## src/hw/rtl/dls_pkg.sv

```systemverilog
`timescale 1ns / 1ps

package dls_pkg;

	localparam int NODE_W  = 4;
	localparam int DEPTH_W = 4;
	// node fields are 4 bits wide, so at most this many distinct nodes exist
	localparam int NODE_SPAN = 2 ** NODE_W;

	localparam logic REQ_ADD    = 1'b0;
	localparam logic REQ_SEARCH = 1'b1;

	typedef enum logic [1:0] {
		ST_SEARCHING = 2'd0,
		ST_FOUND     = 2'd1,
		ST_NOT_FOUND = 2'd2,
		ST_CAP       = 2'd3
	} status_t;

	typedef struct packed {
		logic              req_type;
		logic [NODE_W-1:0] edge_from;
		logic [NODE_W-1:0] edge_to;
		logic [NODE_W-1:0] start_node;
		logic [NODE_W-1:0] goal_node;
		logic [DEPTH_W-1:0] depth_limit;
	} request_t;

	typedef struct packed {
		logic [NODE_W-1:0]  visited_node;
		logic [DEPTH_W-1:0] visit_depth;
		logic [1:0]         status;
		logic               last;
	} result_t;

	typedef struct packed {
		logic [DEPTH_W-1:0] depth;
		logic [NODE_W-1:0]  node;
	} stack_entry_t;

	typedef struct packed {
		logic init;
		logic pop;
		logic push;
	} stack_cmd_t;

endpackage

```

## src/hw/rtl/dls_stack.sv

```systemverilog
`timescale 1ns / 1ps

module dls_stack #(
	parameter int STACK_SIZE = 64
) (
	input  logic                  clk,
	input  logic                  arst_n,
	input  dls_pkg::stack_cmd_t   cmd,
	input  dls_pkg::stack_entry_t wr_entry,
	output dls_pkg::stack_entry_t rd_entry,
	output logic                  empty
);

	localparam int IDX_W = (STACK_SIZE > 1) ? $clog2(STACK_SIZE) : 1;
	localparam int SP_W  = $clog2(STACK_SIZE + 1);

	dls_pkg::stack_entry_t mem [STACK_SIZE];
	dls_pkg::stack_entry_t rd_q;
	logic [SP_W-1:0]       sp_q;
	logic [SP_W-1:0]       sp_dec;
	logic                  full;
	logic                  push_ok;

	assign sp_dec   = sp_q - SP_W'(1);
	assign full     = (sp_q == SP_W'(STACK_SIZE));
	assign push_ok  = cmd.push && !full;
	assign empty    = (sp_q == '0);
	assign rd_entry = rd_q;

	always_ff @(posedge clk or negedge arst_n) begin
		if (!arst_n) begin
			sp_q <= '0;
		end else if (cmd.init) begin
			sp_q <= SP_W'(1);
		end else if (cmd.pop) begin
			sp_q <= sp_dec;
		end else if (push_ok) begin
			sp_q <= sp_q + SP_W'(1);
		end
	end

	// pushes beyond the top are dropped
	always_ff @(posedge clk) begin
		if (cmd.init) begin
			mem[0] <= wr_entry;
		end else if (push_ok) begin
			mem[sp_q[IDX_W-1:0]] <= wr_entry;
		end
		if (cmd.pop) begin
			rd_q <= mem[sp_dec[IDX_W-1:0]];
		end
	end

endmodule

```

## src/hw/rtl/dls_adj.sv

```systemverilog
`timescale 1ns / 1ps

module dls_adj #(
	parameter int NODE_COUNT = 16,
	parameter int MAX_DEGREE = 4
) (
	input  logic                                clk,
	input  logic                                arst_n,
	input  logic                                add_en,
	input  logic [dls_pkg::NODE_W-1:0]          add_from,
	input  logic [dls_pkg::NODE_W-1:0]          add_to,
	input  logic                                rd_en,
	input  logic [dls_pkg::NODE_W-1:0]          rd_node,
	input  logic [$clog2(MAX_DEGREE+1)-1:0]     rd_slot,
	input  logic [dls_pkg::NODE_W-1:0]          lookup_node,
	output logic [$clog2(MAX_DEGREE+1)-1:0]     deg,
	output logic [dls_pkg::NODE_W-1:0]          succ
);

	localparam int NODES_EFF = (NODE_COUNT < dls_pkg::NODE_SPAN) ? NODE_COUNT
	                                                            : dls_pkg::NODE_SPAN;
	localparam int NIDX_W    = $clog2(NODES_EFF);
	localparam int CNT_W     = $clog2(MAX_DEGREE + 1);
	localparam int DEPTH     = NODES_EFF * MAX_DEGREE;
	localparam int ADDR_W    = $clog2(DEPTH);

	logic [CNT_W-1:0]          cnt_q [NODES_EFF];
	logic [dls_pkg::NODE_W-1:0] mem [DEPTH];
	logic [dls_pkg::NODE_W-1:0] succ_q;

	logic             from_ok;
	logic             to_ok;
	logic             lk_ok;
	logic [CNT_W-1:0] from_cnt;
	logic             add_ok;
	logic [ADDR_W-1:0] wr_addr;
	logic [ADDR_W-1:0] rd_addr;

	assign from_ok  = int'(add_from) < NODE_COUNT;
	assign to_ok    = int'(add_to) < NODE_COUNT;
	assign lk_ok    = int'(lookup_node) < NODE_COUNT;
	assign from_cnt = cnt_q[add_from[NIDX_W-1:0]];
	assign add_ok   = add_en && from_ok && to_ok && (from_cnt < CNT_W'(MAX_DEGREE));

	assign wr_addr = ADDR_W'(add_from[NIDX_W-1:0]) * ADDR_W'(MAX_DEGREE) + ADDR_W'(from_cnt);
	assign rd_addr = ADDR_W'(rd_node[NIDX_W-1:0]) * ADDR_W'(MAX_DEGREE) + ADDR_W'(rd_slot);

	// a node outside the graph has no successors
	assign deg  = lk_ok ? cnt_q[lookup_node[NIDX_W-1:0]] : '0;
	assign succ = succ_q;

	always_ff @(posedge clk or negedge arst_n) begin
		if (!arst_n) begin
			for (int i = 0; i < NODES_EFF; i++) begin
				cnt_q[i] <= '0;
			end
		end else if (add_ok) begin
			cnt_q[add_from[NIDX_W-1:0]] <= from_cnt + CNT_W'(1);
		end
	end

	always_ff @(posedge clk) begin
		if (add_ok) begin
			mem[wr_addr] <= add_to;
		end
		if (rd_en) begin
			succ_q <= mem[rd_addr];
		end
	end

endmodule

```

## src/hw/rtl/depth_limited_graph_search.sv

```systemverilog
`timescale 1ns / 1ps
// Edge add: busy stays low, no result.
// Search: the first result is the start node, strobed after its pop and evaluate steps;
// each visit is a stack pop and an evaluate step, plus an expand step per successor pushed
// from the successor memory; busy is high until the search ends.
// Results are strobed for one cycle and cannot be stalled.
// Reset clears successor counts, stack pointer and control; the memories are not cleared.

module depth_limited_graph_search #(
	parameter int NODE_COUNT = 16,
	parameter int MAX_DEGREE = 4,
	parameter int STACK_SIZE = 64,
	parameter int MAX_VISITS = 64
) (
	input  logic              clk,
	input  logic              arst_n,
	input  logic              start,
	output logic              busy,
	input  dls_pkg::request_t request,
	output logic              result_strobe,
	output dls_pkg::result_t  result
);

	localparam int CNT_W = $clog2(MAX_DEGREE + 1);
	localparam int VIS_W = $clog2(MAX_VISITS + 1);

	typedef enum logic [3:0] {
		S_IDLE = 4'b0001,
		S_POP  = 4'b0010,
		S_EVAL = 4'b0100,
		S_EXP  = 4'b1000
	} state_t;

	state_t state_q, state_d;

	logic [dls_pkg::NODE_W-1:0]  goal_q;
	logic [dls_pkg::DEPTH_W-1:0] limit_q;
	logic [VIS_W-1:0]            visits_q;
	logic [dls_pkg::NODE_W-1:0]  node_q;
	logic [dls_pkg::DEPTH_W-1:0] dnext_q;
	logic [CNT_W-1:0]            deg_q;
	logic [CNT_W-1:0]            slot_q;
	logic                        strobe_q;
	dls_pkg::result_t            result_q;

	dls_pkg::stack_cmd_t   stk_cmd;
	dls_pkg::stack_entry_t stk_wr;
	dls_pkg::stack_entry_t entry;
	logic                  stk_empty;

	logic                       add_en;
	logic                       rd_en;
	logic [dls_pkg::NODE_W-1:0] rd_node;
	logic [CNT_W-1:0]           rd_slot;
	logic [CNT_W-1:0]           deg;
	logic [dls_pkg::NODE_W-1:0] succ;

	logic              accept;
	logic              is_goal;
	logic              expand;
	logic [VIS_W-1:0]  vis_n;
	logic [CNT_W-1:0]  slot_n;
	dls_pkg::status_t  status;

	assign busy   = (state_q != S_IDLE);
	assign accept = start && !busy;
	assign vis_n  = visits_q + VIS_W'(1);
	assign slot_n = slot_q + CNT_W'(1);

	assign is_goal = (entry.node == goal_q);
	assign expand  = !is_goal && (entry.depth < limit_q) && (deg != '0);

	// an expansion always leaves the stack non-empty, so the empty check needs no pushes
	always_comb begin
		priority if (is_goal) begin
			status = dls_pkg::ST_FOUND;
		end else if (!expand && stk_empty) begin
			status = dls_pkg::ST_NOT_FOUND;
		end else if (vis_n >= VIS_W'(MAX_VISITS)) begin
			status = dls_pkg::ST_CAP;
		end else begin
			status = dls_pkg::ST_SEARCHING;
		end
	end

	always_comb begin
		state_d      = state_q;
		stk_cmd      = '0;
		stk_wr.depth = '0;
		stk_wr.node  = request.start_node;
		add_en       = 1'b0;
		rd_en        = 1'b0;
		rd_node      = node_q;
		rd_slot      = slot_n;
		unique case (state_q)
			S_IDLE: begin
				if (accept) begin
					if (request.req_type == dls_pkg::REQ_SEARCH) begin
						stk_cmd.init = 1'b1;
						state_d      = S_POP;
					end else begin
						add_en = 1'b1;
					end
				end
			end
			S_POP: begin
				stk_cmd.pop = 1'b1;
				state_d     = S_EVAL;
			end
			S_EVAL: begin
				rd_node = entry.node;
				rd_slot = '0;
				rd_en   = expand;
				if (status != dls_pkg::ST_SEARCHING) begin
					state_d = S_IDLE;
				end else if (expand) begin
					state_d = S_EXP;
				end else begin
					state_d = S_POP;
				end
			end
			S_EXP: begin
				stk_cmd.push = 1'b1;
				stk_wr.depth = dnext_q;
				stk_wr.node  = succ;
				if (slot_n < deg_q) begin
					rd_en = 1'b1;
				end else begin
					state_d = S_POP;
				end
			end
			default: begin
				state_d = S_IDLE;
			end
		endcase
	end

	always_ff @(posedge clk or negedge arst_n) begin
		if (!arst_n) begin
			state_q  <= S_IDLE;
			strobe_q <= 1'b0;
			visits_q <= '0;
		end else begin
			state_q  <= state_d;
			strobe_q <= (state_q == S_EVAL);
			if (stk_cmd.init) begin
				visits_q <= '0;
			end else if (state_q == S_EVAL) begin
				visits_q <= vis_n;
			end
		end
	end

	always_ff @(posedge clk) begin
		if (stk_cmd.init) begin
			goal_q  <= request.goal_node;
			limit_q <= request.depth_limit;
		end
		if (state_q == S_EVAL) begin
			result_q.visited_node <= entry.node;
			result_q.visit_depth  <= entry.depth;
			result_q.status       <= status;
			result_q.last         <= (status != dls_pkg::ST_SEARCHING);
			node_q                <= entry.node;
			dnext_q               <= entry.depth + dls_pkg::DEPTH_W'(1);
			deg_q                 <= deg;
			slot_q                <= '0;
		end else if (state_q == S_EXP) begin
			slot_q <= slot_n;
		end
	end

	assign result_strobe = strobe_q;
	assign result        = result_q;

	dls_stack #(
		.STACK_SIZE(STACK_SIZE)
	) u_stack (
		.clk      (clk),
		.arst_n   (arst_n),
		.cmd      (stk_cmd),
		.wr_entry (stk_wr),
		.rd_entry (entry),
		.empty    (stk_empty)
	);

	dls_adj #(
		.NODE_COUNT(NODE_COUNT),
		.MAX_DEGREE(MAX_DEGREE)
	) u_adj (
		.clk         (clk),
		.arst_n      (arst_n),
		.add_en      (add_en),
		.add_from    (request.edge_from),
		.add_to      (request.edge_to),
		.rd_en       (rd_en),
		.rd_node     (rd_node),
		.rd_slot     (rd_slot),
		.lookup_node (entry.node),
		.deg         (deg),
		.succ        (succ)
	);

	a_last_ends: assert property (@(posedge clk) disable iff (!arst_n)
		result_strobe && result.last |-> state_q == S_IDLE)
		else $error("final item strobed while search still running");

	a_mid_busy: assert property (@(posedge clk) disable iff (!arst_n)
		result_strobe && !result.last |-> busy)
		else $error("non-final item strobed with search stopped");

	a_pop_nonempty: assert property (@(posedge clk) disable iff (!arst_n)
		state_q == S_POP |-> !stk_empty)
		else $error("pop from empty stack");

	a_exp_deg: assert property (@(posedge clk) disable iff (!arst_n)
		state_q == S_EXP |-> deg_q != '0 && slot_q < deg_q)
		else $error("expansion past successor count");

endmodule
```

## config.mk

```make
export PLATFORM = sky130hd
export DESIGN_NAME = depth_limited_graph_search
export DESIGN_NICKNAME = d
export VERILOG_FILES = /design/src/hw/rtl/dls_pkg.sv /design/src/hw/rtl/dls_stack.sv /design/src/hw/rtl/dls_adj.sv /design/src/hw/rtl/depth_limited_graph_search.sv
export SDC_FILE = /design/constraint.sdc
export NUM_CORES = 1
export LEC_CHECK = 0
export BUFFER_PORTS_ARGS = -buffer_cell sky130_fd_sc_hd__buf_4
export CORE_AREA = 2 2 280 282
export CTS_CLUSTER_DIAMETER = 50
export CTS_CLUSTER_SIZE = 20
export DETAILED_ROUTE_END_ITERATION = 10
export DIE_AREA = 0 0 282 284
export GPL_TIMING_DRIVEN = 0
export SETUP_SLACK_MARGIN = 0.3
export SLEW_MARGIN = 20
export SYNTH_ARGS = -nofsm -noshare
export SYNTH_HDL_FRONTEND = slang
export SYNTH_SLANG_ARGS = --single-unit
```

## constraint.sdc

```tcl
create_clock -name clk -period 4.53 [get_ports clk]
set_input_delay 0.453 -clock clk [delete_from_list [all_inputs] [get_ports clk]]
set_output_delay 0.453 -clock clk [all_outputs]
set_load 0.05 [all_outputs]
```

== Word-level counts from Yosys, hierarchy flattened ==
Memory sizes are Yosys's and may differ from the RTL's. A register that Yosys moved wholly into a read port is not among the register bits.
Cells that the tools add are included.

* Memories kept: 2
* Bits in writable memories: 768
* Memory bits (read-only): 0
* Bits in registers: 100
* Bits of input ports: 24
* Bits in latches: 0

{| class="wikitable"
|+ Memory list
! name !! words !! bits a word !! rd ports !! clocked after Yosys merged registers in !! write ports !! RTL line !! text
|-
| u_stack.mem || 64 || 8 || 1 || 1 || 1 || dls_stack.sv:17 || <nowiki>dls_pkg::stack_entry_t mem [STACK_SIZE];</nowiki>
|-
| u_adj.mem || 64 || 4 || 1 || 1 || 1 || dls_adj.sv:28 || <nowiki>logic [dls_pkg::NODE_W-1:0] mem [DEPTH];</nowiki>
|}

* $lt $le $gt $ge: 7
* Bitwise operators: 2
* Muxes and demuxes: 46
* Divide/modulo/power cells: 0
* Eq/ne operators: 10
* Shift-type cells: 0
* $add $sub $neg: 8
* $mul: 0
* Reductions and logical operators: 18

{| class="wikitable"
|+ Operators with widths
! kind !! number
|-
| 48-bit bitwise mux || 1
|-
| 7-bit 2-to-1 mux || 5
|-
| 3-bit binary-select mux with 4-bit select || 2
|-
| 4-bit 2-to-1 mux || 6
|-
| 3-bit 2-to-1 mux || 6
|-
| 1-bit 2-to-1 mux || 17
|-
| 8-bit 2-to-1 mux || 2
|-
| 4-bit case mux with 4 select lines || 1
|-
| 7-bit by 1-bit adder with 7-bit output (second input constant) || 2
|-
| 6-bit by 3-bit adder with 6-bit output || 2
|-
| 3-bit demux with 4-bit select || 1
|-
| 5-bit >= comparator (second input constant) || 2
|-
| 4-bit inverter with 5-bit output || 2
|-
| 8-bit OR reduction || 1
|-
| 7-bit == test (second input constant) || 1
|-
| 7-bit >= comparator (second input constant) || 1
|-
| 1-bit logical AND || 7
|-
| 7-bit logical NOT || 1
|-
| 7-bit by 1-bit subtractor with 7-bit output (second input constant) || 1
|-
| 3-bit by 1-bit adder with 3-bit output (second input constant) || 2
|-
| 2-bit 2-to-1 mux || 3
|-
| 6-bit 2-to-1 mux || 1
|-
| 2-bit inequality test (second input constant) || 3
|-
| 3-bit nonzero test || 2
|-
| 15 further kinds || 19
|}

== Depth between registers and ports, before layout ==
Gate-level depths: netlist (run 1).

* Depth in word-level cells: 13
* Gate-level depth with buffers: 18

== Modules after synthesis ==
From an unflattened synthesis (run 1), not the netlist that was laid out.

* Cell total of the unflattened synthesis: 1902
* Area total of the unflattened synthesis: 35930.7 sq um

{| class="wikitable"
|+ Modules (own cells, without submodules)
! module !! cells each !! seq. area each (sq um) !! instances !! area an instance (sq um)
|-
| dls_stack || 1020 || 15790.1 || 1 || 21025.2
|-
| dls_adj || 721 || 9008.6 || 1 || 12917.4
|-
| depth_limited_graph_search || 161 || 1222.4 || 1 || 1988.2
|}

== Worst setup path after synthesis (run 1) ==
No wires, ideal clock.

* Path type: reg-to-reg
* Start point: register state_q[1]
* End point: register u_adj.succ_q, in the netlist u_adj.succ[0], read port of u_adj.mem, data pin
* Period minus slack after synthesis: 4.947 ns
* Arrival time: 4.675 ns
* Data required time: 4.258 ns
* Slack: -0.417 ns
* Stages on the path, launching flop included: 16
* Buffers on the path: 6
* Cell sequence: dfrtp_1 or4b_1 buf_2 inv_1 buf_2 buf_1 nand2_1 nand2_1 ha_1 clkbuf_1 clkbuf_1 buf_1 mux4_2 a221oi_1 nor3_1 or4_1

* Cells in the longest elaborated chain, start to end: 3
* Elaborated cells on any way between the ends: 6
* Classes of those cells: add/sub: 1; eq/ne: 2; mux: 3

{| class="wikitable"
|+ Ends and longest elaborated chain
! element !! RTL line !! text
|-
| from (decl) || depth_limited_graph_search.sv:34 || <nowiki>state_t state_q, state_d;</nowiki>
|-
| from (signal assigned) || depth_limited_graph_search.sv:144 || <nowiki>state_q <= state_d;</nowiki>
|-
| 4-bit by 3-bit == test with 1-bit output || depth_limited_graph_search.sv:95 || <nowiki>unique case (state_q)</nowiki>
|-
| 4-bit 2-to-1 mux || depth_limited_graph_search.sv:95 ||
|-
| named net rd_node (one bit) || depth_limited_graph_search.sv:53 || <nowiki>logic [dls_pkg::NODE_W-1:0] rd_node;</nowiki>
|-
| 6-bit by 3-bit adder with 6-bit output || dls_adj.sv:46 || <nowiki>assign rd_addr = ADDR_W'(rd_node[NIDX_W-1:0]) * ADDR_W'(MAX_DEGREE) + ADDR_W'(rd_slot);</nowiki>
|-
| to (decl) || dls_adj.sv:29 || <nowiki>logic [dls_pkg::NODE_W-1:0] succ_q;</nowiki>
|}

The timed path passes the listed nets, and every way through them passes these cells.
A chain may end at the register's enable or synchronous reset.

== Final worst setup path (run 1) ==
* Start point: register state_q[1]
* End point: register u_adj.succ_q, in the netlist u_adj.succ[0], read port of u_adj.mem, data pin

* Cells in the longest elaborated chain, start to end: 3
* Elaborated cells on any way between the ends: 6
* Classes of those cells: add/sub: 1; eq/ne: 2; mux: 3

{| class="wikitable"
|+ Ends and longest elaborated chain
! element !! RTL line
|-
| 4-bit by 3-bit == test with 1-bit output || depth_limited_graph_search.sv:95
|-
| 3-bit 2-to-1 mux or 4-bit 2-to-1 mux (tied branches) || depth_limited_graph_search.sv:95
|-
| 6-bit by 3-bit adder with 6-bit output || dls_adj.sv:46
|}

Parallel ways exist; a longest one is shown, timed or not.

==> results of run 1 <==
per-layer routing:
layer / GRT usage / up-vias / share of wire
li1: - / 7894 / -
met1: 0.310 / 9788 / 0.41
met2: 0.360 / 722 / 0.49
met3: 0.0361 / 149 / 0.069
met4: 0.0662 / 2 / 0.026
met5: 0 / - / 0.00013
cell usage in the layout (no fill, tap or decap), types with 10 or more instances in the layout:
master,netlist,final
buf_1,25,14
xnor2_1,17,15
mux2i_1,33,28
clkinv_2,0,10
clkbuf_1,61,43
inv_1,19,18
o211ai_1,11,11
nor2_1,166,149
nand2b_1,12,12
o21ai_0,13,13
mux2_2,40,36
a21oi_1,25,24
mux4_2,226,226
dfrtp_1,66,66
a21o_1,20,20
nor2b_1,14,14
edfxtp_1,806,806
ha_1,16,16
clkbuf_16,0,99
a211oi_1,15,12
nand2_1,81,80
buf_4,4,44
bufinv_16,0,11
xor2_1,12,12
nand3_1,21,21
nor2_2,1,16
clkbuf_2,0,13
inv_6,0,13
nor3_1,10,10
area by class of cell:
type	count	area, um^2
Timing Repair Buffer	53	480
Buffer	100	693
Fill cell	5936	35400
Clock inverter	77	1020
Sequential cell	880	26000
Tap cell	1040	1300
Clock buffer	103	2440
Inverter	20	77.6
Multi-Input combinational cell	860	9480
how the worst max path moves through the flow:
stage / depth (start not counted) / slack, ns / end / from
2_1_floorplan: 13 / 0.31 / u_adj.succ[0]$_DFFE_PP_ / state_q[1]$_DFFE_PN0P_
3_3_place_gp: 16 / -1.86 / u_adj.succ[3]$_DFFE_PP_ / state_q[1]$_DFFE_PN0P_
3_5_place_dp: 17 / -1.88 / u_adj.succ[2]$_DFFE_PP_ / state_q[1]$_DFFE_PN0P_
4_1_cts: 10 / 0.27 / u_stack.mem[10][6]$_DFFE_PP_ / u_stack.sp_q[0]$_DFFE_PN0P_
5_1_grt: 17 / 0.25 / u_adj.succ[0]$_DFFE_PP_ / state_q[1]$_DFFE_PN0P_
6_report: 13 / 0.34 / u_adj.succ[0]$_DFFE_PP_ / state_q[1]$_DFFE_PN0P_
sequential cells by signal, summed over array words and instances (netlist names):
register / cells
u_stack.mem: 512
result: 11
dnext_q: 4
u_adj.cnt_q: 48
u_stack.sp_q: 7
u_stack.rd_entry: 8
u_adj.mem: 256
u_adj.succ: 4
visits_q: 7
slot_q: 3
deg_q: 3
node_q: 4
result_strobe: 1
limit_q: 4
state_q: 4
goal_q: 4
cell families (layout without fill, tap and decap cells):
logic type	count (synthesis)	in the layout	synth area share
adder cells (fa/ha/maj)	16	16	0.00559
multiplexers	308	308	0.171
AO/OA/AOI/OAI	140	140	0.0280
XOR/XNOR	29	29	0.00709
flip-flops	880	880	0.727
buffers and inverters	120	353	0.0140
AND/OR/NAND/NOR	367	367	0.0480
power groups by stage:
stage	clock, mW	sequential, mW	combinational (mW)
final	8.31	9.33	6.65
after global routing	8.79	9.35	6.97
after CTS	8.45	9.32	6.63
after detailed placement	0	9.49	6.43
after global placement	0	9.47	6.39
after floorplan	0	9.42	4.17
what timing repair did:
| item | in CTS | in global routing |
|---|---|---|
| hold endpoints to repair | 74 | 0 |
| gates resized for setup | 103 | 37 |
| pin swaps | 2 | 6 |
| setup endpoints to repair | 252 | 208 |
| hold buffers | 9 | 0 |
| gates cloned | 1 | 0 |
| buffers inserted | 1 | 2 |
worst register-to-register path: cells and delay by family, from the launching register on:
| kind | cells | cell delay [ns] |
|---|---|---|
| and+or+nand+nor | 4 | 1.40 |
| DFF | 1 | 0.43 |
| muxes | 1 | 0.36 |
| buffers and inverters | 6 | 1.08 |
| adders and majority gates | 1 | 0.31 |
| AOI/OAI and AO/OA | 1 | 0.31 |
==> flow_metrics.env, run 1 <==
export IMPL_status="completed"
export IMPL_grt_max_degree=68
export IMPL_tns_ns=0
export IMPL_totalWireLength_mm=87.1
export IMPL_area_delta_synth_final_pct=15.9
export IMPL_pwr_share_comb=0.274
export IMPL_cts_root_buf="clkbuf_16"
export IMPL_hpwlAfterDp_mm=56.7
export IMPL_hold_start="start"
export IMPL_critPathMaxFanout=10
export IMPL_die_y_um=284
export IMPL_synth_cell_area_um2=35800
export IMPL_internal_power_mw=16.9
export IMPL_ctsHtreeMaxLevel=3
export IMPL_final_cells=3133
export IMPL_ys_ff_latch=880
export IMPL_place_congestion=0.926
export IMPL_syn_area_per_cell_um2=19.3
export IMPL_die_area_um2=80100
export IMPL_first_pass_iters=5
export IMPL_drive_gt1_frac=0.281
export IMPL_n_antenna_cell=0
export IMPL_report_final_slew_viol_count=0
export IMPL_path_cells="or4b_4, buf_6, buf_6, clkbuf_4, and2_1, ha_1, clkbuf_8, clkbuf_16, buf_12, mux4_2, a221oi_2, nor3_1, or4_1"
export IMPL_numCtsBuffers=95
export IMPL_p_total_mw=24.3
export IMPL_viasPerCell=5.92
export IMPL_cap_violations=0
export IMPL_vias=18600
export IMPL_initialDrtViolationCount=1654
export IMPL_clock_skew_ns=0.0459
export IMPL_max_freq_mhz=239
export IMPL_grt_pass1_wl_mm=129
export IMPL_whs_path_depth=4
export IMPL_crit_family="simple AND/OR/NAND/NOR gates"
export IMPL_grt_pass1_vias=18900
export IMPL_rows=102
export IMPL_cpPeakStageDelay_ns=0.58
export IMPL_synth_cells=1860
export IMPL_crit_slowest_cell="or4_1"
export IMPL_hold_violations=0
export IMPL_hold_end="state_q[1]$_DFFE_PN0P_"
export IMPL_ys_dominant_reg_cell="edfxtp_1"
export IMPL_timing_final_crit_period_ns=4.19
export IMPL_synthDistinctLibCells=75
export IMPL_worst_path_buf_inv=6
export IMPL_placed_cell_area_um2=37500
export IMPL_ys_top_cells_by_count="edfxtp_1, mux4_2, nor2_1"
export IMPL_pre_cts_ws_ns=-1.88
export IMPL_synth_top_area_frac=0.676
export IMPL_finalSetupViolations=0
export IMPL_end_kind="register"
export IMPL_regToRegEndpoint="u_adj.succ[0]$_DFFE_PP_"
export IMPL_clk_path_buf_depth=3
export IMPL_p_sw_frac=0.306
export IMPL_drc_errors=0
export IMPL_p_switching_mw=7.43
export IMPL_async_flop_share=0.0761
export IMPL_r2r_slack_ns=0.34
export IMPL_finalCritPeriodShare=0.924
export IMPL_cts_tree="done"
export IMPL_pwr_share_seq=0.384
export IMPL_coreArea_um2=77000
export IMPL_ios=37
export IMPL_hold_class="in2reg"
export IMPL_hold_ws_ns=0.181
export IMPL_cts_sinks=880
export IMPL_reg2reg_from="state_q[1]$_DFFE_PN0P_"
export IMPL_die_w_um=282
export IMPL_worst_ep_arrival_time_ns=4.58
export IMPL_final_area_um2=41500
export IMPL_port_buffers=35
export IMPL_rsz0062_at_grt="yes"
export IMPL_insertion_delay_ns=0.67
export IMPL_setup_ws_ns=0.344
export IMPL_path_class="reg2reg"
export IMPL_dp_cells=2940
export IMPL_p_leak_nw=13.9
export IMPL_wl_per_cell_um=27.8
export IMPL_synth_edf_count=806
export IMPL_yosys_warnings=0
export IMPL_ys_seq_area_frac=0.727
export IMPL_rr_worst_depth=13
export IMPL_worst_slew_pin_slew_ns=1.07
export IMPL_grt_ovfl_total=0
export IMPL_clockPowerShare=0.342
export IMPL_power_density_nw_per_um2=585
export IMPL_path_clk_slew_ns=0.07
export IMPL_grt_use_total=0.221
export IMPL_maxSlewHeadroom=0.279
export IMPL_synth_top_area_cell="edfxtp_1"
export IMPL_nNetsFinal=2050
export IMPL_synth_area_top_cells="edfxtp_1, mux4_2, dfrtp_1, nor2_1, mux2_2"
export IMPL_yosysMostFrequentCell="edfxtp_1"
export IMPL_finish_utilization=0.539
export IMPL_start_util=0.465
export IMPL_synth_nets=1900
export IMPL_peakVddDrop_mv=0.354
export IMPL_crit_required_ns=4.92
export IMPL_postRouteAntennaNets=0
export IMPL_cp_common_cell="buf_6"
export IMPL_cp_start_kind="register"
export IMPL_antenna_found_initial=1
No activity file was read; power rests on OpenSTA's default activity.
==> run 2: changes to the inputs <==
--- a/config.mk
+++ b/config.mk
@@ -5,15 +5,16 @@
 export SDC_FILE = /design/constraint.sdc
 export NUM_CORES = 1
 export LEC_CHECK = 0
+export ABC_AREA = 1
 export BUFFER_PORTS_ARGS = -buffer_cell sky130_fd_sc_hd__buf_4
-export CORE_AREA = 2 2 280 282
+export CAP_MARGIN = 20
+export CORE_AREA = 2 2 282 284
 export CTS_CLUSTER_DIAMETER = 50
 export CTS_CLUSTER_SIZE = 20
 export DETAILED_ROUTE_END_ITERATION = 10
-export DIE_AREA = 0 0 282 284
+export DIE_AREA = 0 0 284 286
 export GPL_TIMING_DRIVEN = 0
 export SETUP_SLACK_MARGIN = 0.3
-export SLEW_MARGIN = 20
 export SYNTH_ARGS = -nofsm -noshare
 export SYNTH_HDL_FRONTEND = slang
 export SYNTH_SLANG_ARGS = --single-unit
==> run 2 against run 1 <==
Effect of this change: flip-flop and latch count stayed put; synthesized cell count is 52% higher; clock-buffer cell count is 10 lower; global-route usage is 3.9 points higher; critical path type unchanged; sequential share of layout area is 0.13 points higher.
==> flow_metrics.env, run 2 <==
export IMPL_start_util=0.465
export IMPL_post_cts_buffers=0
export IMPL_vias=24600
export IMPL_hold_start="start"
export IMPL_grt_ovfl_total=0
export IMPL_antenna_found_initial=0
export IMPL_n_antenna_cell=0
export IMPL_largest_reg_flops=512
export IMPL_ios=37
export IMPL_synth_edf_count=806
export IMPL_synth_compound_area_frac=0.107
export IMPL_synth_top_family_by_area="simple AND/OR/NAND/NOR gates"
export IMPL_cts_sinks=880
export IMPL_synth_xor_area_frac=0.00409
export IMPL_synthMuxAreaShare=0.0225
export IMPL_first_pass_iters=6
export IMPL_cp_start_kind="register"
export IMPL_wl_per_cell_um=26.1
export IMPL_crit_slowest_cell="nand3_1"
export IMPL_path_class="reg2reg"
export IMPL_grt_util_met3=0.0455
export IMPL_async_flop_share=0.0761
export IMPL_numCtsBuffers=87
export IMPL_crit_required_ns=4.79
export IMPL_path_cells="clkbuf_4, inv_2, buf_2, clkbuf_4, ha_1, nand2_1, nor2_1, a21oi_2, inv_2, buf_2, nor2_1, nand3_1, nor2_2"
export IMPL_r2r_slack_ns=0.20
export IMPL_grt_pass1_wl_mm=157
export IMPL_ys_ff_latch=880
export IMPL_insertion_delay_ns=0.65
export IMPL_final_common_cell="edfxtp_1"
export IMPL_yosysMostFrequentCell="edfxtp_1"
export IMPL_use_met2=0.419
export IMPL_coreArea_um2=78400
export IMPL_synth_cell_area_um2=36400
export IMPL_grt_max_degree=68
export IMPL_seq_area_um2=26000
export IMPL_met1_usage=0.354
export IMPL_synth_top_area_frac=0.665
export IMPL_clk_path_buf_depth=3
export IMPL_hpwlAfterDp_mm=71.8
export IMPL_cap_violations=0
export IMPL_die_w_um=284
export IMPL_cts_tree="done"
export IMPL_peakVddDrop_mv=0.454
export IMPL_synth_cells=2825
export IMPL_syn_area_per_cell_um2=12.9
export IMPL_drc_errors=0
export IMPL_viasPerCell=6.02
export IMPL_rsz0062_at_grt="yes"
export IMPL_end_kind="register"
export IMPL_hold_ws_ns=0.301
export IMPL_place_congestion=0.981
export IMPL_synth_top_area_cell="edfxtp_1"
export IMPL_critPathMaxFanout=11
export IMPL_grt_use_total=0.261
export IMPL_multi_input_area_um2=9450
export IMPL_initialDrtViolationCount=2799
export IMPL_rows=103
export IMPL_cpPeakStageDelay_ns=0.77
export IMPL_finalSetupViolations=0
export IMPL_port_buffers=36
export IMPL_totalWireLength_mm=107
export IMPL_drive_gt1_frac=0.137
export IMPL_worst_slew_pin_slew_ns=1.08
export IMPL_clock_skew_ns=0.0381
export IMPL_maxSlewHeadroom=0.277
export IMPL_status="completed"
export IMPL_reg2reg_from="u_stack.sp_q[0]$_DFFE_PN0P_"
export IMPL_worst_ep_arrival_time_ns=4.59
export IMPL_top_usage_layer="met2"
export IMPL_path_clk_slew_ns=0.07
export IMPL_regMostFlops="u_stack.mem"
export IMPL_ctsHtreeMaxLevel=3
export IMPL_grt_pass1_vias=24100
export IMPL_synth_nets=2865
export IMPL_timing_final_crit_period_ns=4.33
export IMPL_synthDistinctLibCells=39
export IMPL_power_density_nw_per_um2=688
export IMPL_synth_area_top_cells="edfxtp_1, dfrtp_1, nor2_1, o211ai_1, nand3_1"
export IMPL_ys_top_cells_by_count="edfxtp_1, nor2_1, nand3_1"
export IMPL_hold_violations=0
export IMPL_die_area_um2=81200
export IMPL_postRouteAntennaNets=0
export IMPL_finalCritPeriodShare=0.956
export IMPL_synth_adder_area_share=0.00550
export IMPL_area_delta_synth_final_pct=13.8
export IMPL_yosys_warnings=0
export IMPL_report_final_slew_viol_count=0
export IMPL_hold_class="in2reg"
export IMPL_tns_ns=0
export IMPL_most_common_layout_cells="edfxtp_1, nor2_1, nand3_1"
export IMPL_startpoint="u_stack.sp_q[0]$_DFFE_PN0P_"
export IMPL_reg_top3="u_stack.mem x512, u_adj.mem x256, u_adj.cnt_q x48"
export IMPL_p_leak_nw=14.1
export IMPL_ys_dominant_reg_cell="edfxtp_1"
export IMPL_cts_root_buf="clkbuf_16"
export IMPL_die_y_um=286
export IMPL_fill_cells=6627
export IMPL_nNetsFinal=3005
export IMPL_ys_seq_area_frac=0.715
export IMPL_synth_simple_gate_area_frac=0.114
export IMPL_max_freq_mhz=231
==> run 2: critical path, delay by kind of cell, from the launching register on <==
kind	cells	cell delay, ns
AO/OA/AOI/OAI	1	0.34
adder cells (fa/ha/maj)	1	0.24
buffers and inverters	6	1.20
flip-flops	1	0.37
AND/OR/NAND/NOR	5	1.81
==> run 2: path summary, 6_finish.rpt <==
kind                                           endpoint  cells past startpoint
max                        u_stack.mem[50][2]$_DFFE_PP_                     13
min                              state_q[1]$_DFFE_PN0P_                      5
max reg2reg                u_stack.mem[50][2]$_DFFE_PP_                     13
min reg2reg                 u_adj.cnt_q[26]$_DFFE_PN0P_                      2
max in group asynchronous   u_stack.sp_q[0]$_DFFE_PN0P_                      2
min in group asynchronous   u_adj.cnt_q[35]$_DFFE_PN0P_                      2
==> run 2: cell type report <==
cell class                 count  share of cell area
sequential                   880               0.628
clock buffer                  93              0.0541
multi-input combinational   1645               0.228
buffer                       169              0.0172
clock inverter                68              0.0178
inverter                     131              0.0120
tap                         1050              0.0317
timing repair buffer          51              0.0111
==> run 2: cells by family (layout without fill, tap and decap cells) <==
group	Yosys count	after routing
AO/OA/AOI/OAI	580	580
adder cells (fa/ha/maj)	16	16
buffers and inverters	300	512
flip-flops	880	880
AND/OR/NAND/NOR	950	950
XOR/XNOR	17	17
multiplexers	82	82
==> run 2: what timing repair did <==
item,CTS,global route
endpoints found under the setup margin,223,293
hold buffers,9,0
hold endpoints to repair,74,0
pin swaps,0,1
gates resized for setup,17,76
==> run 2: where the power goes <==
group	switching, mW	internal (mW)
sequential	0.160	9.21
clock	3.50	3.89
combinational	8.59	3.17
total	12.2	16.3
==> run 2: per-layer routing <==
layer	wire length, um	vias up
met1	44100	12200
met3	8900	263
met5	0	-
met2	49300	1242
li1	-	10900
met4	4350	0
==> run 2: per-stage QoR <==
step | power (mW) | instances | instance area, um^2 | utilization | setup WS [ns]
floorplan | 16.1 | 2825 | 36400 | - | 1.24
global placement | 20.7 | 3911 | 38000 | 0.485 | -1.31
detailed placement | 20.8 | 3917 | 38200 | 0.487 | -0.580
CTS | 28.2 | 4087 | 41300 | 0.527 | 0.147
global route | 29.5 | 4087 | 41400 | 0.529 | 0.212
finish | 28.5 | 4087 | 41400 | 0.529 | 0.200
